--- src/design/upre_pkg.sv ---
// Shared constants, types and helpers of the UTF-8 printable run extractor.
package upre_pkg;

	// Largest effective minimum run length, in characters.
	localparam int MAX_MIN_LENGTH = 8;
	// Held bytes of a run: at most MAX_MIN_LENGTH characters of four bytes each.
	localparam int RUN_DEPTH = MAX_MIN_LENGTH * 4;
	localparam int BUF_AW = $clog2(RUN_DEPTH);
	localparam int BUF_CW = $clog2(RUN_DEPTH + 1);
	// Character counter saturates at the minimum plus one.
	localparam int CHAR_W = $clog2(MAX_MIN_LENGTH + 2);
	// Width of the min_length register.
	localparam int MINLEN_W = 4;
	localparam logic [MINLEN_W-1:0] MINLEN_RESET = 4'd4;

	// Command queue between the byte classifier and the run engine.
	localparam int QUEUE_DEPTH = 4;
	localparam int QPTR_W = $clog2(QUEUE_DEPTH);
	localparam int QCNT_W = $clog2(QUEUE_DEPTH + 1);

	localparam logic [7:0] NEWLINE = 8'h0A;

	// Work for the run engine, at most one per classified input word.
	typedef enum logic [1:0] {
		CMD_CHAR,
		CMD_END,
		CMD_EOS
	} cmd_kind_t;

	typedef struct packed {
		cmd_kind_t       kind;
		logic            restart;
		logic [1:0]      len_m1;
		logic [3:0][7:0] bytes;
	} cmd_t;

	// Run engine states.
	typedef enum logic [2:0] {
		BK_IDLE,
		BK_WRITE,
		BK_DECIDE,
		BK_NL,
		BK_FLUSH
	} back_state_t;

	// Minimum run length as applied: zero acts as one, large values clamp.
	function automatic logic [CHAR_W-1:0] effective_min(input logic [MINLEN_W-1:0] value);
		logic [CHAR_W-1:0] result;
		if (value == '0) begin
			result = CHAR_W'(1);
		end else if (32'(value) > MAX_MIN_LENGTH) begin
			result = CHAR_W'(MAX_MIN_LENGTH);
		end else begin
			result = CHAR_W'(value);
		end
		return result;
	endfunction

endpackage

--- src/design/utf8_printable_run_extractor_core.sv ---
// Top level of the UTF-8 printable run extractor.
// Bytes enter one per cycle into a classifier that tracks UTF-8 sequences and posts one
// command per character, rejected byte or end of stream into a four-word queue; input
// stalls only while that queue is full. The run engine behind it starts a command,
// writes each byte of a character into the 32-byte run buffer, makes a decision,
// sends an owed newline, and sends the held bytes in order when a run qualifies or
// passes through.
// The output has its own register. While a word waits there, the engine starts no new
// command and sends no further byte, but the classifier keeps filling the queue.
// min_length is written through the configuration channel, which is always ready,
// and should be changed only while the block is idle.
module utf8_printable_run_extractor_core (
	input  logic                          clk,
	input  logic                          arst_n,
	input  logic                          in_valid,
	output logic                          in_stall,
	input  logic [7:0]                    in_byte,
	input  logic                          end_of_stream,
	output logic                          out_valid,
	input  logic                          out_stall,
	output logic [7:0]                    out_byte,
	output logic                          last,
	input  logic                          cfg_valid,
	output logic                          cfg_ready,
	input  logic [upre_pkg::MINLEN_W-1:0] min_length
);

	logic [upre_pkg::MINLEN_W-1:0] min_length_q;
	logic                          push;
	upre_pkg::cmd_t                push_cmd;
	upre_pkg::cmd_t                head;
	logic                          pop;
	logic                          q_full;
	logic                          q_empty;

	assign cfg_ready = 1'b1;
	assign in_stall = q_full;

	// Minimum run length register.
	always_ff @(posedge clk or negedge arst_n) begin
		if (!arst_n) begin
			min_length_q <= upre_pkg::MINLEN_RESET;
		end else if (cfg_valid && cfg_ready) begin
			min_length_q <= min_length;
		end
	end

	upre_front u_front (
		.clk          (clk),
		.arst_n       (arst_n),
		.in_valid     (in_valid),
		.in_byte      (in_byte),
		.end_of_stream(end_of_stream),
		.q_full       (q_full),
		.push         (push),
		.cmd          (push_cmd)
	);

	upre_queue u_queue (
		.clk     (clk),
		.arst_n  (arst_n),
		.push    (push),
		.push_cmd(push_cmd),
		.pop     (pop),
		.head    (head),
		.full    (q_full),
		.empty   (q_empty)
	);

	upre_back u_back (
		.clk       (clk),
		.arst_n    (arst_n),
		.min_length(min_length_q),
		.head      (head),
		.empty     (q_empty),
		.pop       (pop),
		.out_valid (out_valid),
		.out_stall (out_stall),
		.out_byte  (out_byte),
		.last      (last)
	);

endmodule

--- src/design/upre_ram.sv ---
// Generic single-port-write, single-port-read RAM with registered read data.
module upre_ram #(
	parameter int WIDTH = 8,
	parameter int DEPTH = 32
) (
	input  logic                     clk,
	input  logic                     wr_en,
	input  logic [$clog2(DEPTH)-1:0] wr_addr,
	input  logic [WIDTH-1:0]         wr_data,
	input  logic [$clog2(DEPTH)-1:0] rd_addr,
	output logic [WIDTH-1:0]         rd_data
);

	logic [WIDTH-1:0] mem_q [DEPTH];
	logic [WIDTH-1:0] rd_data_q;

	// Write port and registered read port.
	always_ff @(posedge clk) begin
		if (wr_en) begin
			mem_q[wr_addr] <= wr_data;
		end
		rd_data_q <= mem_q[rd_addr];
	end

	assign rd_data = rd_data_q;

endmodule

--- src/design/upre_front.sv ---
// Byte classifier: tracks UTF-8 sequences and turns input words into run commands.
module upre_front (
	input  logic                  clk,
	input  logic                  arst_n,
	input  logic                  in_valid,
	input  logic [7:0]            in_byte,
	input  logic                  end_of_stream,
	input  logic                  q_full,
	output logic                  push,
	output upre_pkg::cmd_t        cmd
);

	logic [1:0]      cont_q, cont_d;
	logic [1:0]      seq_len_q, seq_len_d;
	logic [3:0][7:0] seq_q, seq_d;
	logic            accept;
	logic            is_print;
	logic [1:0]      need;
	logic [3:0][7:0] seq_ins;
	logic [7:0]      second;
	logic            bad;
	logic            push_d;

	assign accept = in_valid && !q_full;

	// Printable ASCII, newline, and lead byte classes.
	always_comb begin
		is_print = ((in_byte >= 8'h20) && (in_byte <= 8'h7E)) || (in_byte == upre_pkg::NEWLINE);
		if ((in_byte >= 8'hC2) && (in_byte <= 8'hDF)) begin
			need = 2'd1;
		end else if ((in_byte >= 8'hE1) && (in_byte <= 8'hEF)) begin
			need = 2'd2;
		end else if ((in_byte >= 8'hF1) && (in_byte <= 8'hF4)) begin
			need = 2'd3;
		end else begin
			need = 2'd0;
		end
	end

	// Sequence with the current byte placed as the next continuation.
	always_comb begin
		seq_ins = seq_q;
		seq_ins[seq_len_q] = in_byte;
		second = seq_ins[1];
		bad = ((seq_ins[0] == 8'hED) && (second >= 8'hA0)) ||
		      ((seq_ins[0] == 8'hF4) && (second >= 8'h90));
	end

	// Next sequence state and the command produced by this word.
	always_comb begin
		cont_d = cont_q;
		seq_len_d = seq_len_q;
		seq_d = seq_q;
		push_d = 1'b0;
		cmd.kind = upre_pkg::CMD_END;
		cmd.restart = 1'b0;
		cmd.len_m1 = 2'd0;
		cmd.bytes = {4{in_byte}};
		if (end_of_stream) begin
			cont_d = 2'd0;
			seq_len_d = 2'd0;
			push_d = 1'b1;
			cmd.kind = upre_pkg::CMD_EOS;
		end else if (cont_q != 2'd0) begin
			if (in_byte[7:6] != 2'b10) begin
				// Broken sequence: the run ends and a printable or lead byte starts afresh.
				cont_d = 2'd0;
				seq_len_d = 2'd0;
				push_d = 1'b1;
				if (is_print) begin
					cmd.kind = upre_pkg::CMD_CHAR;
					cmd.restart = 1'b1;
				end else if (need != 2'd0) begin
					seq_d[0] = in_byte;
					seq_len_d = 2'd1;
					cont_d = need;
				end
			end else begin
				seq_d = seq_ins;
				seq_len_d = seq_len_q + 2'd1;
				cont_d = cont_q - 2'd1;
				if (cont_q == 2'd1) begin
					seq_len_d = 2'd0;
					push_d = 1'b1;
					if (!bad) begin
						cmd.kind = upre_pkg::CMD_CHAR;
						cmd.len_m1 = seq_len_q;
						cmd.bytes = seq_ins;
					end
				end
			end
		end else if (is_print) begin
			push_d = 1'b1;
			cmd.kind = upre_pkg::CMD_CHAR;
		end else if (need != 2'd0) begin
			seq_d[0] = in_byte;
			seq_len_d = 2'd1;
			cont_d = need;
		end else begin
			push_d = 1'b1;
		end
	end

	assign push = accept && push_d;

	// Sequence control state.
	always_ff @(posedge clk or negedge arst_n) begin
		if (!arst_n) begin
			cont_q <= 2'd0;
			seq_len_q <= 2'd0;
		end else if (accept) begin
			cont_q <= cont_d;
			seq_len_q <= seq_len_d;
		end
	end

	// Collected sequence bytes.
	always_ff @(posedge clk) begin
		if (accept) begin
			seq_q <= seq_d;
		end
	end

endmodule

--- src/design/upre_queue.sv ---
// Short command queue that decouples the classifier from the run engine.
module upre_queue (
	input  logic           clk,
	input  logic           arst_n,
	input  logic           push,
	input  upre_pkg::cmd_t push_cmd,
	input  logic           pop,
	output upre_pkg::cmd_t head,
	output logic           full,
	output logic           empty
);

	upre_pkg::cmd_t                    entries_q [upre_pkg::QUEUE_DEPTH];
	logic [upre_pkg::QPTR_W-1:0]       wr_ptr_q;
	logic [upre_pkg::QPTR_W-1:0]       rd_ptr_q;
	logic [upre_pkg::QCNT_W-1:0]       count_q;

	assign full = (count_q == upre_pkg::QCNT_W'(upre_pkg::QUEUE_DEPTH));
	assign empty = (count_q == '0);
	assign head = entries_q[rd_ptr_q];

	// Pointers and fill count.
	always_ff @(posedge clk or negedge arst_n) begin
		if (!arst_n) begin
			wr_ptr_q <= '0;
			rd_ptr_q <= '0;
			count_q <= '0;
		end else begin
			if (push) begin
				wr_ptr_q <= wr_ptr_q + upre_pkg::QPTR_W'(1);
			end
			if (pop) begin
				rd_ptr_q <= rd_ptr_q + upre_pkg::QPTR_W'(1);
			end
			if (push && !pop) begin
				count_q <= count_q + upre_pkg::QCNT_W'(1);
			end else if (pop && !push) begin
				count_q <= count_q - upre_pkg::QCNT_W'(1);
			end
		end
	end

	// Entry storage.
	always_ff @(posedge clk) begin
		if (push) begin
			entries_q[wr_ptr_q] <= push_cmd;
		end
	end

endmodule

--- src/design/upre_back.sv ---
// Run engine: counts characters, holds run bytes, and emits qualified runs.
module upre_back (
	input  logic                           clk,
	input  logic                           arst_n,
	input  logic [upre_pkg::MINLEN_W-1:0]  min_length,
	input  upre_pkg::cmd_t                 head,
	input  logic                           empty,
	output logic                           pop,
	output logic                           out_valid,
	input  logic                           out_stall,
	output logic [7:0]                     out_byte,
	output logic                           last
);

	upre_pkg::back_state_t state_q, state_d;
	upre_pkg::cmd_t        cmd_q, cmd_d;
	logic [1:0]                    k_q, k_d;
	logic [upre_pkg::CHAR_W-1:0]   chars_q, chars_d, base_chars;
	logic [upre_pkg::BUF_CW-1:0]   buffered_q, buffered_d;
	logic [upre_pkg::BUF_AW-1:0]   idx_q, idx_d;
	logic                          owed_q, owed_d;
	logic [upre_pkg::CHAR_W-1:0]   eff;
	logic                          out_free;
	logic                          out_load;
	logic [7:0]                    out_data;
	logic                          out_last;
	logic                          wr_en;
	logic [7:0]                    rd_data;
	logic                          flush_end;
	logic                          out_valid_q;
	logic [7:0]                    out_byte_q;
	logic                          last_q;

	assign eff = upre_pkg::effective_min(min_length);
	assign out_free = !out_valid_q || !out_stall;
	assign flush_end = ((upre_pkg::BUF_CW'(idx_q) + upre_pkg::BUF_CW'(1)) == buffered_q);
	assign base_chars = head.restart ? '0 : chars_q;

	// Held run bytes.
	upre_ram #(
		.WIDTH(8),
		.DEPTH(upre_pkg::RUN_DEPTH)
	) u_run_buf (
		.clk    (clk),
		.wr_en  (wr_en),
		.wr_addr(buffered_q[upre_pkg::BUF_AW-1:0]),
		.wr_data(cmd_q.bytes[k_q]),
		.rd_addr(idx_d),
		.rd_data(rd_data)
	);

	// Next state.
	always_comb begin
		state_d = state_q;
		unique case (state_q)
			upre_pkg::BK_IDLE: begin
				if (!empty && out_free && (head.kind == upre_pkg::CMD_CHAR)) begin
					state_d = upre_pkg::BK_WRITE;
				end
			end
			upre_pkg::BK_WRITE: begin
				if (k_q == cmd_q.len_m1) begin
					state_d = upre_pkg::BK_DECIDE;
				end
			end
			upre_pkg::BK_DECIDE: begin
				if ((chars_q == eff) && owed_q) begin
					state_d = upre_pkg::BK_NL;
				end else if (chars_q >= eff) begin
					state_d = upre_pkg::BK_FLUSH;
				end else begin
					state_d = upre_pkg::BK_IDLE;
				end
			end
			upre_pkg::BK_NL: begin
				if (out_free) begin
					state_d = upre_pkg::BK_FLUSH;
				end
			end
			upre_pkg::BK_FLUSH: begin
				if (out_free && flush_end) begin
					state_d = upre_pkg::BK_IDLE;
				end
			end
			default: begin
				state_d = upre_pkg::BK_IDLE;
			end
		endcase
	end

	// Datapath controls and register updates for each state.
	always_comb begin
		pop = 1'b0;
		wr_en = 1'b0;
		out_load = 1'b0;
		out_data = upre_pkg::NEWLINE;
		out_last = 1'b0;
		cmd_d = cmd_q;
		k_d = k_q;
		chars_d = chars_q;
		buffered_d = buffered_q;
		idx_d = idx_q;
		owed_d = owed_q;
		unique case (state_q)
			upre_pkg::BK_IDLE: begin
				if (!empty && out_free) begin
					pop = 1'b1;
					unique case (head.kind)
						upre_pkg::CMD_CHAR: begin
							cmd_d = head;
							k_d = 2'd0;
							chars_d = (base_chars <= eff) ? base_chars + upre_pkg::CHAR_W'(1)
							                              : base_chars;
							buffered_d = head.restart ? '0 : buffered_q;
						end
						upre_pkg::CMD_EOS: begin
							chars_d = '0;
							buffered_d = '0;
							owed_d = 1'b0;
							out_load = owed_q;
							out_last = 1'b1;
						end
						default: begin
							chars_d = '0;
							buffered_d = '0;
						end
					endcase
				end
			end
			upre_pkg::BK_WRITE: begin
				k_d = k_q + 2'd1;
				if (buffered_q < upre_pkg::BUF_CW'(upre_pkg::RUN_DEPTH)) begin
					wr_en = 1'b1;
					buffered_d = buffered_q + upre_pkg::BUF_CW'(1);
				end
			end
			upre_pkg::BK_DECIDE: begin
				// Gap cycle so the first buffer read sees the last write.
			end
			upre_pkg::BK_NL: begin
				out_load = out_free;
			end
			upre_pkg::BK_FLUSH: begin
				if (out_free) begin
					out_load = 1'b1;
					out_data = rd_data;
					out_last = flush_end;
					if (flush_end) begin
						idx_d = '0;
						buffered_d = '0;
						owed_d = (rd_data != upre_pkg::NEWLINE);
					end else begin
						idx_d = idx_q + upre_pkg::BUF_AW'(1);
					end
				end
			end
			default: begin
			end
		endcase
	end

	// Control state.
	always_ff @(posedge clk or negedge arst_n) begin
		if (!arst_n) begin
			state_q <= upre_pkg::BK_IDLE;
			chars_q <= '0;
			buffered_q <= '0;
			idx_q <= '0;
			owed_q <= 1'b0;
			k_q <= 2'd0;
			out_valid_q <= 1'b0;
		end else begin
			state_q <= state_d;
			chars_q <= chars_d;
			buffered_q <= buffered_d;
			idx_q <= idx_d;
			owed_q <= owed_d;
			k_q <= k_d;
			if (out_load) begin
				out_valid_q <= 1'b1;
			end else if (!out_stall) begin
				out_valid_q <= 1'b0;
			end
		end
	end

	// Current command and output word.
	always_ff @(posedge clk) begin
		cmd_q <= cmd_d;
		if (out_load) begin
			out_byte_q <= out_data;
			last_q <= out_last;
		end
	end

	assign out_valid = out_valid_q;
	assign out_byte = out_byte_q;
	assign last = last_q;

endmodule
--- config.mk ---
export PLATFORM = sky130hd
export DESIGN_NAME = utf8_printable_run_extractor_core
export DESIGN_NICKNAME = d
export VERILOG_FILES = /design/src/design/upre_pkg.sv /design/src/design/utf8_printable_run_extractor_core.sv /design/src/design/upre_ram.sv /design/src/design/upre_front.sv /design/src/design/upre_queue.sv /design/src/design/upre_back.sv
export SDC_FILE = /design/constraint.sdc
export NUM_CORES = 1
export LEC_CHECK = 0
export BUFFER_PORTS_ARGS = -buffer_cell sky130_fd_sc_hd__buf_2
export CORE_MARGIN = 3
export CORE_UTILIZATION = 55
export CTS_BUF_LIST = sky130_fd_sc_hd__clkbuf_16
export DETAILED_ROUTE_END_ITERATION = 8
export GPL_TIMING_DRIVEN = 0
export PLACE_DENSITY = 0.68
export SYNTH_ARGS = -nofsm -noshare
export SYNTH_HDL_FRONTEND = slang
export SYNTH_HIERARCHICAL = 1
export SYNTH_SLANG_ARGS = --single-unit
export TNS_END_PERCENT = 100
--- constraint.sdc ---
create_clock -name clk -period 4.27 [get_ports clk]
set_input_delay 0.427 -clock clk [delete_from_list [all_inputs] [get_ports clk]]
set_output_delay 0.427 -clock clk [all_outputs]
set_load 0.05 [all_outputs]
==> key figures, run 1 <==
Routing
  – Vias: roughly 11k
  – Detailed-route wire length: 42.08 mm
  – Drt pass-1 iters: 7
  – DRC viols: 0
  – Iteration-0 DRC Markers: approximately 800
  – Via density: ~5.9
  – DRT antenna net count: 0
  – Routed length per instance: ~24 µm

Timing
  – Actual slew at the worst max-slew pin: 1.207 ns
  – Skew final: around 0.012 ns
  – Final min period: 3.937 ns
  – Worst slew margin: 19.48%
  – WHS: -0.01278 ns
  – Peak Freq: between 0.2 and 0.3 GHz
  – Period utilization: 92.21%
  – Final setup viols: 0
  – Final Slew Violations: 0
  – RSZ-0062 raised after global routing: no
  – Final number of hold-violating endpoints: 6
  – Setup TNS: 0 ns

CTS
  – Hold_buf cts: 0
  – H-tree Lvls: 2
  – Clock sinks: 524
  – CTS tree: done
  – Post CTS Setup Buffer Count: 0
  – Clk buf depth: 3
  – Root Buffer: clkbuf_16
  – Skew-Pair Late Insertion Delay: 0.56 ns
  – Num CTS Buffers: 52
  – Clock-pin slew on the worst setup and hold paths: around 0.060 ns

Setup path
  – Critical-path cell list: ha_1, xnor2_1, a221oi_2, nor2_2, o21ai_0, o211ai_1, clkbuf_2, clkbuf_2, mux4_2, mux4_2, mux2_2
  – WP data arrival: between 4 and 5 ns
  – Critical Path RT: between 4 and 5 ns
  – Crit-path slowest cell: mux4_2
  – Crit end category: flip-flop
  – Max incr delay on CP: around 0.56 ns
  – Critical path type: reg2reg
  – Startpoint Class: flip-flop
  – Crit path max-delay family: multiplexers
  – Critical Path Fanout Max: 10
  – CP Buf/Inv Count: 2

Global routing
  – Overall routing resource usage: between 20% and 30%
  – Initial antenna violation count: 1
  – Vias in the first global route: 10.71k
  – GRT overflow: 0
  – Largest net degree at the start of global routing: 38
  – First-pass GRT wire length: about 65 mm

Cells and area
  – Share of cells above drive strength 1: 28.86%
  – Layout area overhead: 11.97%
  – Post-route insts no fill: about 1.8k
  – # fillers: around 2.7k
  – # nets final: ~1.3k

Logic synthesis
  – Synth top area cells: edfxtp_1 (66%), mux4_2 (13%), dfrtp_1 (4.2%)
  – Post-synthesis average cell area: approximately 19 µm²
  – Netlist cell types: 76
  – Ys Warns: 6
  – Cells after Synth: approximately 1.1k
  – Syn Std Cell Area: 21690 µm²
  – Post-synth EDFFs: 479
  – Post-synth top area share: 66.32%
  – Seq cells post-synth: 524
  – Largest area contributor in the netlist: edfxtp_1
  – Net count after synthesis: 1172
  – Async set-reset flop share out of synthesis: under 10%
  – Top_reg_cell synth: edfxtp_1
  – Register area share after synthesis: about 71%

Floorplanning
  – FP Rows: 72
  – Die ar.: approximately 42000 µm²
  – Die width: 204.6 µm
  – Initial Utilization: 55.86%
  – Core ar.: about 39000 µm²
  – # IOs: 30
  – Die H: 204.6 µm

Place
  – DP HPWL: approximately 28 mm
  – Routability cong.: about 0.85
  – Placed insts: about 1.7k
  – IO buf count: 28

Pwr
  – PD cells: between 600 and 700 nW/µm²
  – Lkg Pwr: around 8.1 nW
  – Maximum VDD drop: ~0.00043 V

Run
  – Max cap viols: 0

Outcome
  – Status: complete, but fails checks
  – Violated checks: negative hold slack

Worst hold path
  – HP Class: in2async
-- report_power, final --
group	leakage [nW]	internal, mW	switching, mW
logic	2.33	1.79	2.66
registers	4.87	7.00	0.254
clock network	0.857	2.66	1.81
total	8.05	11.4	4.73
-- synthesized netlist by cell type (4+ instances only) --
cell / instances
a21oi_1: 13
a31o_2: 4
and2_1: 7
and3_1: 8
buf_1: 6
buf_2: 8
buf_4: 15
buf_6: 5
clkbuf_1: 16
dfrtp_1: 36
dfxtp_1: 8
edfxtp_1: 479
ha_1: 22
inv_1: 22
mux2_2: 65
mux2i_1: 6
mux4_2: 125
nand2_1: 37
nand2b_1: 6
nand3_1: 21
nand3b_1: 11
nand4_1: 4
nor2_1: 59
nor2b_1: 6
nor3_1: 15
nor3b_1: 8
o211ai_1: 8
o21ai_0: 23
o2bb2ai_1: 4
or3_1: 4
xnor2_1: 8
xor2_1: 6
-- flip-flops by register name (all words and copies together) (netlist names) --
signal	count
u_back/u_run_buf/mem_q	256
u_queue/wr_ptr_q	2
u_back/last	1
min_length_q	4
u_back/owed_q	1
u_queue/count_q	3
u_back/out_byte	8
u_back/state_q	3
u_back/u_run_buf/rd_data	8
u_back/chars_q	4
u_back/buffered_q	6
u_front/seq_len_q	2
u_front/cont_q	2
u_queue/entries_q	148
u_back/out_valid	1
u_back/cmd_q	34
u_queue/rd_ptr_q	2
u_front/seq_q	32
u_back/idx_q	5
u_back/k_q	2
-- path summary, 6_finish.rpt --
| path | from | cells after the start | to | slack (ns) |
|---|---|---|---|---|
| max | u_back/idx_q[0]$_DFF_PN0_ | 11 | u_back/u_run_buf/rd_data[1]$_DFF_P_ | 0.33 |
| min | arst_n | 1 | u_back/idx_q[4]$_DFF_PN0_ | -0.01 |
| max reg2reg | u_back/idx_q[0]$_DFF_PN0_ | 11 | u_back/u_run_buf/rd_data[1]$_DFF_P_ | 0.33 |
| min reg2reg | u_queue/count_q[2]$_DFFE_PN0P_ | 1 | u_queue/count_q[2]$_DFFE_PN0P_ | 0.49 |
| max in group asynchronous | arst_n | 1 | u_front/seq_len_q[0]$_DFFE_PN0P_ | 3.68 |
| min in group clk | min_length[0] | 2 | min_length_q[0]$_DFFE_PN0P_ | 0.09 |
-- cell type report --
class / instances / area [µm²] / share of cell area, %
multi-input cells: 529 / 5768 / 23.75
plain buffers: 56 / 389.1 / 1.602
diodes: 1 / 2.502 / 0.01030
clock inverters: 41 / 362.8 / 1.494
flip-flops and latches: 524 / 15470 / 63.70
repair buffers: 33 / 235.2 / 0.9686
clock buffers: 53 / 1326 / 5.461
inverters: 22 / 82.58 / 0.3400
well taps: 518 / 648.1 / 2.669
-- timing repair --
action | 4_1_cts | 5_1_grt
hold endpoints to repair | 0 | 0
cloned | 0 | 0
setup endpoints to repair | 8 | 8
resized for setup | 1 | 10
-- stage by stage --
| stage | setup WS (ns) | hold WS, ns | total power [mW] | area [µm²] | util, % |
|---|---|---|---|---|---|
| global placement | -0.5721 | 0.4785 | 11.74 | 22480 | 57.89 |
| CTS | 0.06866 | 0.005981 | 16.39 | 24270 | 62.51 |
| floorplan | 0.9267 | 0.1314 | 10.45 | 21690 | - |
| detailed placement | -0.1875 | 0.4871 | 11.90 | 22580 | 58.16 |
| finish | 0.3326 | -0.01278 | 16.18 | 24290 | 62.55 |
| global route | 0.1642 | 0.05412 | 16.95 | 24280 | 62.54 |
-- cells by family after synthesis --
family	share of synthesized area, %
xor+xnor	0.5653
buf+inv	2.134
simple gates	4.903
fa+ha+maj	1.361
flops	71.33
compound gates	3.006
mux	16.68
other cells	0.01729
-- per-layer routing --
metal	GRT usage (%)	wire length, µm	vias to the layer above
met5	0	0	-
met4	6.341	1135	0
met3	3.337	2197	68
met2	34.07	21100	269
met1	28.77	17640	5459
li1	-	-	4770
-- layout by cell type, fill, tap and decap left out, types with 13 or more instances in the layout --
master,count
inv_1,29
ha_1,22
mux4_2,125
buf_4,15
a21oi_1,13
nand3_1,21
mux2_2,65
o21ai_0,23
buf_2,36
clkinv_1,15
edfxtp_1,479
nand2_1,37
dfrtp_1,36
nor3_1,15
nor2_1,58
clkbuf_16,53
Note: power is estimated with default switching activity, not from simulation.
==> inputs of run 2 (changes only) <==
CORE_UTILIZATION = 63   (was 55)
PLACE_DENSITY = 0.77   (was 0.68)
==> key figures, run 2 (same netlist as run 1, synthesis figures left out) <==
Worst hold path
  – HP Class: in2reg (was in2async)
  – HP Start: min_length[1]
  – Hold Crit Endpoint: min_length_q[1]$_DFFE_PN0P_
  – Hold Crit Depth: 2

Timing
  – Final Worst Setup Slack: 0.1679 ns (was 0.3326 ns)
  – Final min period: 4.102 ns (was 3.937 ns)
  – Worst slew margin: 18.42% (was 19.48%)
  – Period utilization: 96.07% (was 92.21%)
  – RSZ-0062 raised after global routing: no (unchanged)
  – Peak Freq: 0.2438 GHz (was 0.2540 GHz)
  – Actual slew at the worst max-slew pin: 1.216 ns (was 1.207 ns)
  – Final Slew Violations: 0 (unchanged)
  – Skew final: 0.01408 ns (was 0.01221 ns)
  – Final setup viols: 0 (unchanged)
  – Final number of hold-violating endpoints: 0 (was 6)

Floorplanning
  – FP Rows: 67 (was 72)
  – Core ar.: 33700 µm² (was 38830 µm²)
  – Die H: 191.5 µm (was 204.6 µm)
  – Die width: 191.5 µm (was 204.6 µm)
  – Initial Utilization: 64.36% (was 55.86%)
  – Die ar.: 36690 µm² (was 41860 µm²)
  – # IOs: 30 (unchanged)

Cells and area
  – Regs by FF count: u_back/u_run_buf/mem_q: 256 flops, u_queue/entries_q: 148 flops, u_back/cmd_q: 34 flops (unchanged)
  – ANT cells: 0 (was 1)
  – Core Util, Final: 71.71% (was 62.55%)
  – Register bank with the most flops: u_back/u_run_buf/mem_q (unchanged)
  – # nets final: 1259 (unchanged)
  – Post-route cell area: 24170 µm² (was 24290 µm²)
  – Share of cells above drive strength 1: 28.72% (was 28.86%)
  – Most common cell after layout, fill and taps aside: edfxtp_1 (unchanged)
  – Max reg flops: 256 (unchanged)
  – Layout area overhead: 11.42% (was 11.97%)
  – Most frequent cells in the layout: edfxtp_1 (479), mux4_2 (125), mux2_2 (65) (unchanged)

Pwr
  – Reg power frac: 45.1% (was 44.8%)
  – Clock Power Share: 27.2% (was 27.7%)
  – Lkg Pwr: 8.031 nW (was 8.052 nW)
  – Maximum VDD drop: 0.0004830 V (was 0.0004253 V)
  – Net switching power: 4.758 mW (was 4.730 mW)
  – Switching Fraction: 29.47% (was 29.23%)
  – PD cells: 668.2 nW/µm² (was 666.2 nW/µm²)
  – Part of the power in combinational logic: 27.7% (was 27.5%)
  – Int Power: 11.39 mW (was 11.45 mW)

Place
  – Routability cong.: 0.8509 (was 0.8516)
  – Placed cell areas: 22490 µm² (was 22580 µm²)
  – Pre-CTS setup slack: -0.1134 ns (was -0.1875 ns)
  – IO buf count: 28 (unchanged)
  – DP HPWL: 27.90 mm (was 27.66 mm)

CTS
  – Skew-Pair Late Insertion Delay: 0.56 ns (about the same)
  – Clock sinks: 524 (unchanged)
  – Post CTS Setup Buffer Count: 0 (unchanged)
  – Clock-pin slew on the worst setup and hold paths: 0.06 ns (about the same)
  – CTS tree: done (unchanged)
  – Root Buffer: clkbuf_16 (unchanged)
  – Clk buf depth: 3 (unchanged)
  – Num CTS Buffers: 51 (was 52)
  – H-tree Lvls: 2 (unchanged)

Global routing
  – Vias in the first global route: 11.23k (was 10.71k)
  – Initial antenna violation count: 0 (was 1)
  – First-pass GRT wire length: 67.52 mm (was 64.61 mm)
  – Largest net degree at the start of global routing: 38 (unchanged)
  – Overall routing resource usage: 24.78% (was 20.64%)
  – GRT overflow: 0 (unchanged)

Setup path
  – Reg2Reg Depth: 11 (unchanged)
  – WP data arrival: 4.54 ns (was 4.39 ns)
  – Startpoint Class: flip-flop (unchanged)
  – Reg-to-reg slack, setup: 0.17 ns (was 0.33 ns)
  – Crit end category: flip-flop (unchanged)
  – Critical path type: reg2reg (unchanged)
  – Critical Path RT: 4.71 ns (was 4.72 ns)
  – Worst setup startpoint: u_back/buffered_q[2]$_DFFE_PN0P_ (was u_back/idx_q[0]$_DFF_PN0_)
  – Critical Path Fanout Max: 10 (unchanged)
  – FF-to-FF Start: u_back/buffered_q[2]$_DFFE_PN0P_ (was u_back/idx_q[0]$_DFF_PN0_)
  – R2r endpoint: u_back/u_run_buf/rd_data[5]$_DFF_P_ (was u_back/u_run_buf/rd_data[1]$_DFF_P_)

Routing
  – Detailed-route wire length: 43.75 mm (was 42.08 mm)
  – Routed length per instance: 25.66 µm (was 23.68 µm)
  – Vias: 10.84k (was 10.57k)
  – DRC viols: 0 (unchanged)
  – Via density: 6.357 (was 5.946)
  – Iteration-0 DRC Markers: 961 (was 822)
  – DRT antenna net count: 0 (unchanged)
  – Drt pass-1 iters: 7 (unchanged)

Run
  – Max cap viols: 0 (unchanged)

Outcome
  – Status: finished clean (was complete, but fails checks)
-- run 2: through the flow --
step	TNS, ns	cells	hold slack (ns)	power [mW]
after detailed placement	-0.3924	1612	0.4893	11.85
after global routing	0	1705	0.08844	16.85
after global placement	-51.50	1607	0.4798	11.63
after CTS	0	1705	0.08263	16.30
after floorplan	0	1131	0.1314	10.45
final	0	1705	0.1046	16.15
-- run 2: repair_timing --
item,CTS,global route
endpoints found under the hold margin,12,0
setup endpoints to repair,8,0
gates resized for setup,5,0
hold buffers,1,0
-- run 2: cell type report --
| class | instances | area (µm²) |
|---|---|---|
| repair buffers | 34 | 245.2 |
| clock inverters | 39 | 325.3 |
| well taps | 448 | 560.5 |
| inverters | 22 | 82.58 |
| multi-input cells | 529 | 5768 |
| fillers | 2010 | 9534 |
| plain buffers | 56 | 386.6 |
| flip-flops and latches | 524 | 15470 |
| clock buffers | 53 | 1326 |
-- run 2: per-layer routing --
layer  share of wire, %  track usage [%]  up-vias
met5                  0                0        -
met2                 53            42.98      351
met4                2.6            7.000        0
met1                 39            33.44     5658
li1                   -                -     4754
met3                5.3            3.484       75
-- run 2: worst max-delay path by stage --
stage / to / slack (ns) / depth (start not counted)
floorplan: u_queue/entries_q[2][0]$_DFFE_PP_ / 0.93 / 7
global placement: u_queue/entries_q[1][26]$_DFFE_PP_ / -0.36 / 8
detailed placement: u_back/u_run_buf/rd_data[5]$_DFF_P_ / -0.11 / 11
CTS: u_back/u_run_buf/rd_data[5]$_DFF_P_ / 0.19 / 11
global route: u_back/u_run_buf/rd_data[5]$_DFF_P_ / 0.06 / 11
finish: u_back/u_run_buf/rd_data[5]$_DFF_P_ / 0.17 / 11
-- run 2: critical path: stages, from the launching register on --
cell	delay (ns)
dfrtp_1	0.55
buf_4	0.27
o21ba_1	0.24
a221oi_2	0.08
nor2_2	0.22
o21ai_0	0.17
o211ai_1	0.23
clkbuf_2	0.35
clkbuf_1	0.54
mux4_2	0.44
mux4_2	0.54
mux2_2	0.33
-- run 2: power by group through the flow --
stage	Combinational, mW	Clock [mW]	Sequential (mW)
floorplan	3.11	0	7.34
global placement	4.29	0	7.34
detailed placement	4.48	0	7.37
CTS	4.54	4.48	7.29
global route	4.84	4.66	7.34
finish	4.47	4.39	7.28
==> inputs of run 3 (changes only) <==
--- a/config.mk
+++ b/config.mk
@@ -14,2 +14,3 @@
 export PLACE_DENSITY = 0.77
+export SETUP_SLACK_MARGIN = 0.1
 export SYNTH_ARGS = -nofsm -noshare
--- a/constraint.sdc
+++ b/constraint.sdc
@@ -3,2 +3,2 @@
 set_output_delay 0.427 -clock clk [all_outputs]
-set_load 0.05 [all_outputs]
+set_load 0.01 [all_outputs]
==> key figures, run 3 (same netlist as run 1, synthesis figures left out) <==
Outcome
  – Status: finished clean (unchanged)

Setup path
  – Reg2Reg Depth: 11 (unchanged)
  – Startpoint Class: flip-flop (unchanged)
  – R2r endpoint: u_back/u_run_buf/rd_data[4]$_DFF_P_ (was u_back/u_run_buf/rd_data[5]$_DFF_P_)
  – Crit-path slowest cell: dfrtp_1 (unchanged)
  – Reg-to-reg slack, setup: 0.31 ns (was 0.17 ns)
  – Critical path type: reg2reg (unchanged)
  – Crit end category: flip-flop (unchanged)
  – Critical Path Fanout Max: 10 (unchanged)
  – Max incr delay on CP: 0.63 ns (was 0.55 ns)
  – Critical-path cell list: buf_4, o21ba_1, a221oi_2, nor2_2, o21ai_0, o211ai_1, clkbuf_2, clkbuf_2, mux4_2, mux4_2, mux2_2 (was buf_4, o21ba_1, a221oi_2, nor2_2, o21ai_0, o211ai_1, clkbuf_2, clkbuf_1, mux4_2, mux4_2, mux2_2)
  – WP data arrival: 4.40 ns (was 4.54 ns)
  – FF-to-FF Start: u_back/buffered_q[2]$_DFFE_PN0P_ (unchanged)
  – Critical Path RT: 4.71 ns (about the same)

Pwr
  – PD cells: 664.7 nW/µm² (was 668.2 nW/µm²)
  – Lkg Pwr: 8.036 nW (was 8.031 nW)
  – Maximum VDD drop: 0.0004815 V (was 0.0004830 V)
  – Power Total: 16.06 mW (was 16.15 mW)

CTS
  – Clock-pin slew on the worst setup and hold paths: 0.06 ns (about the same)
  – Skew-Pair Late Insertion Delay: 0.57 ns (was 0.56 ns)
  – Root Buffer: clkbuf_16 (unchanged)
  – H-tree Lvls: 2 (unchanged)
  – Num CTS Buffers: 51 (unchanged)
  – CTS tree: done (unchanged)
  – Clk buf depth: 3 (unchanged)
  – Clock sinks: 524 (unchanged)
  – Post CTS Setup Buffer Count: 0 (unchanged)

Floorplanning
  – # IOs: 30 (unchanged)
  – Core ar.: 33700 µm² (unchanged)
  – Die H: 191.5 µm (unchanged)
  – Initial Utilization: 64.36% (unchanged)
  – FP Rows: 67 (unchanged)
  – Die width: 191.5 µm (unchanged)
  – Die ar.: 36690 µm² (unchanged)

Timing
  – Worst slew margin: 17.50% (was 18.42%)
  – RSZ-0062 raised after global routing: no (unchanged)
  – Actual slew at the worst max-slew pin: 1.230 ns (was 1.216 ns)
  – Final number of hold-violating endpoints: 0 (unchanged)
  – Setup TNS: 0 ns (unchanged)
  – Final setup viols: 0 (unchanged)
  – Period utilization: 92.80% (was 96.07%)
  – Skew final: 0.01520 ns (was 0.01408 ns)
  – Peak Freq: 0.2524 GHz (was 0.2438 GHz)
  – Final Slew Violations: 0 (unchanged)
  – Final Worst Setup Slack: 0.3073 ns (was 0.1679 ns)
  – Final min period: 3.963 ns (was 4.102 ns)

Routing
  – Iteration-0 DRC Markers: 970 (was 961)
  – DRT antenna net count: 0 (unchanged)
  – Vias: 10.86k (was 10.84k)
  – Routed length per instance: 25.69 µm (was 25.66 µm)
  – Via density: 6.369 (was 6.357)
  – Detailed-route wire length: 43.80 mm (was 43.75 mm)
  – DRC viols: 0 (unchanged)
  – Drt pass-1 iters: 5 (was 7)

Global routing
  – Largest net degree at the start of global routing: 38 (unchanged)
  – GRT overflow: 0 (unchanged)
  – Vias in the first global route: 11.23k (unchanged)
  – Met1 usage: 33.44% (unchanged)
  – First-pass GRT wire length: 67.52 mm (unchanged)
  – Initial antenna violation count: 0 (unchanged)
  – Overall routing resource usage: 24.78% (unchanged)
  – Met2 Usage GRT: 42.98% (unchanged)
  – Grt met3 use: 3.484% (unchanged)
  – Top Usage Layer GRT: met2 (unchanged)

Cells and area
  – Max reg flops: 256 (unchanged)
  – Layout area overhead: 11.43% (was 11.42%)
  – # fillers: 2012 (was 2010)
  – # nets final: 1259 (unchanged)
  – Most common cell after layout, fill and taps aside: edfxtp_1 (unchanged)
  – Post-route cell area: 24170 µm² (about the same)
  – Share of cells above drive strength 1: 28.88% (was 28.72%)
  – ANT cells: 0 (unchanged)
  – Regs by FF count: u_back/u_run_buf/mem_q: 256 flops, u_queue/entries_q: 148 flops, u_back/cmd_q: 34 flops (unchanged)
  – Core Util, Final: 71.72% (was 71.71%)
  – Register bank with the most flops: u_back/u_run_buf/mem_q (unchanged)
  – Most frequent cells in the layout: edfxtp_1 (479), mux4_2 (125), mux2_2 (65) (unchanged)

Place
  – IO buf count: 28 (unchanged)
  – Pre-CTS setup slack: -0.1134 ns (unchanged)
  – Placed cell areas: 22490 µm² (unchanged)
  – Routability cong.: 0.8509 (unchanged)
  – DP HPWL: 27.90 mm (unchanged)

Run
  – Max cap viols: 0 (unchanged)

Worst hold path
  – HP Class: in2reg (unchanged)
  – Hold Crit Endpoint: min_length_q[3]$_DFFE_PN0P_ (was min_length_q[1]$_DFFE_PN0P_)
  – HP Start: min_length[3] (was min_length[1])
  – Hold Crit Depth: 2 (unchanged)
==> run 3: cell counts in the layout (fill, tap and decap cells not counted) <==
Identical to the previous run, type by type.
==> run 3: worst max path at each step <==
stage / cells past startpoint / from / to / slack [ns]
5_1_grt: 11 / u_back/idx_q[0]$_DFF_PN0_ / u_back/u_run_buf/rd_data[5]$_DFF_P_ / 0.15
2_1_floorplan: 7 / in_byte[2] / u_queue/entries_q[2][0]$_DFFE_PP_ / 0.93
6_report: 11 / u_back/buffered_q[2]$_DFFE_PN0P_ / u_back/u_run_buf/rd_data[4]$_DFF_P_ / 0.31
4_1_cts: 11 / u_back/buffered_q[2]$_DFFE_PN0P_ / u_back/u_run_buf/rd_data[5]$_DFF_P_ / 0.19
3_5_place_dp: 11 / u_back/buffered_q[2]$_DFFE_PN0P_ / u_back/u_run_buf/rd_data[5]$_DFF_P_ / -0.11
3_3_place_gp: 8 / in_byte[2] / u_queue/entries_q[1][26]$_DFFE_PP_ / -0.36
==> run 3: layout make-up <==
class	count	area (µm²)	share of cell area (%)
Clock buffer	53	1326	5.488
Sequential cell	524	15470	64.01
Inverter	22	82.58	0.3417
Multi-Input combinational cell	529	5768	23.87
Tap cell	448	560.5	2.319
Buffer	56	389.1	1.610
Timing Repair Buffer	34	245.2	1.015
Clock inverter	39	325.3	1.346
==> run 3: timing repair <==
| action | in CTS | in global routing |
|---|---|---|
| endpoints found under the setup margin | 8 | 4 |
| gates resized for setup | 5 | 4 |
| hold buffers | 1 | 0 |
| endpoints found under the hold margin | 12 | 0 |
==> run 3: power breakdown <==
part           internal (mW)  leakage [nW]  total, mW  switching (mW)
combinational           1.79          2.32       4.39            2.60
clock                   2.59         0.846       4.39            1.80
sequential              7.00          4.87       7.28           0.282
==> run 3: critical path: cells and delay by family (launching register included) <==
| kind | cells | cell delay, ns |
|---|---|---|
| buf+inv | 3 | 0.89 |
| simple gates | 1 | 0.12 |
| compound gates | 4 | 0.95 |
| flops | 1 | 0.63 |
| mux | 3 | 1.22 |
==> run 3: metal layers <==
| metal | routed length [µm] | vias up |
|---|---|---|
| met5 | 0 | - |
| met4 | 1098 | 0 |
| met3 | 2068 | 73 |
| met2 | 23180 | 342 |
| met1 | 17450 | 5687 |
| li1 | - | 4757 |
==> run 3: per-stage QoR <==
step	instances	hold WS [ns]
global route	1705	0.08844
finish	1705	0.1031
global placement	1607	0.4798
detailed placement	1612	0.4893
CTS	1705	0.08263
floorplan	1131	0.1314
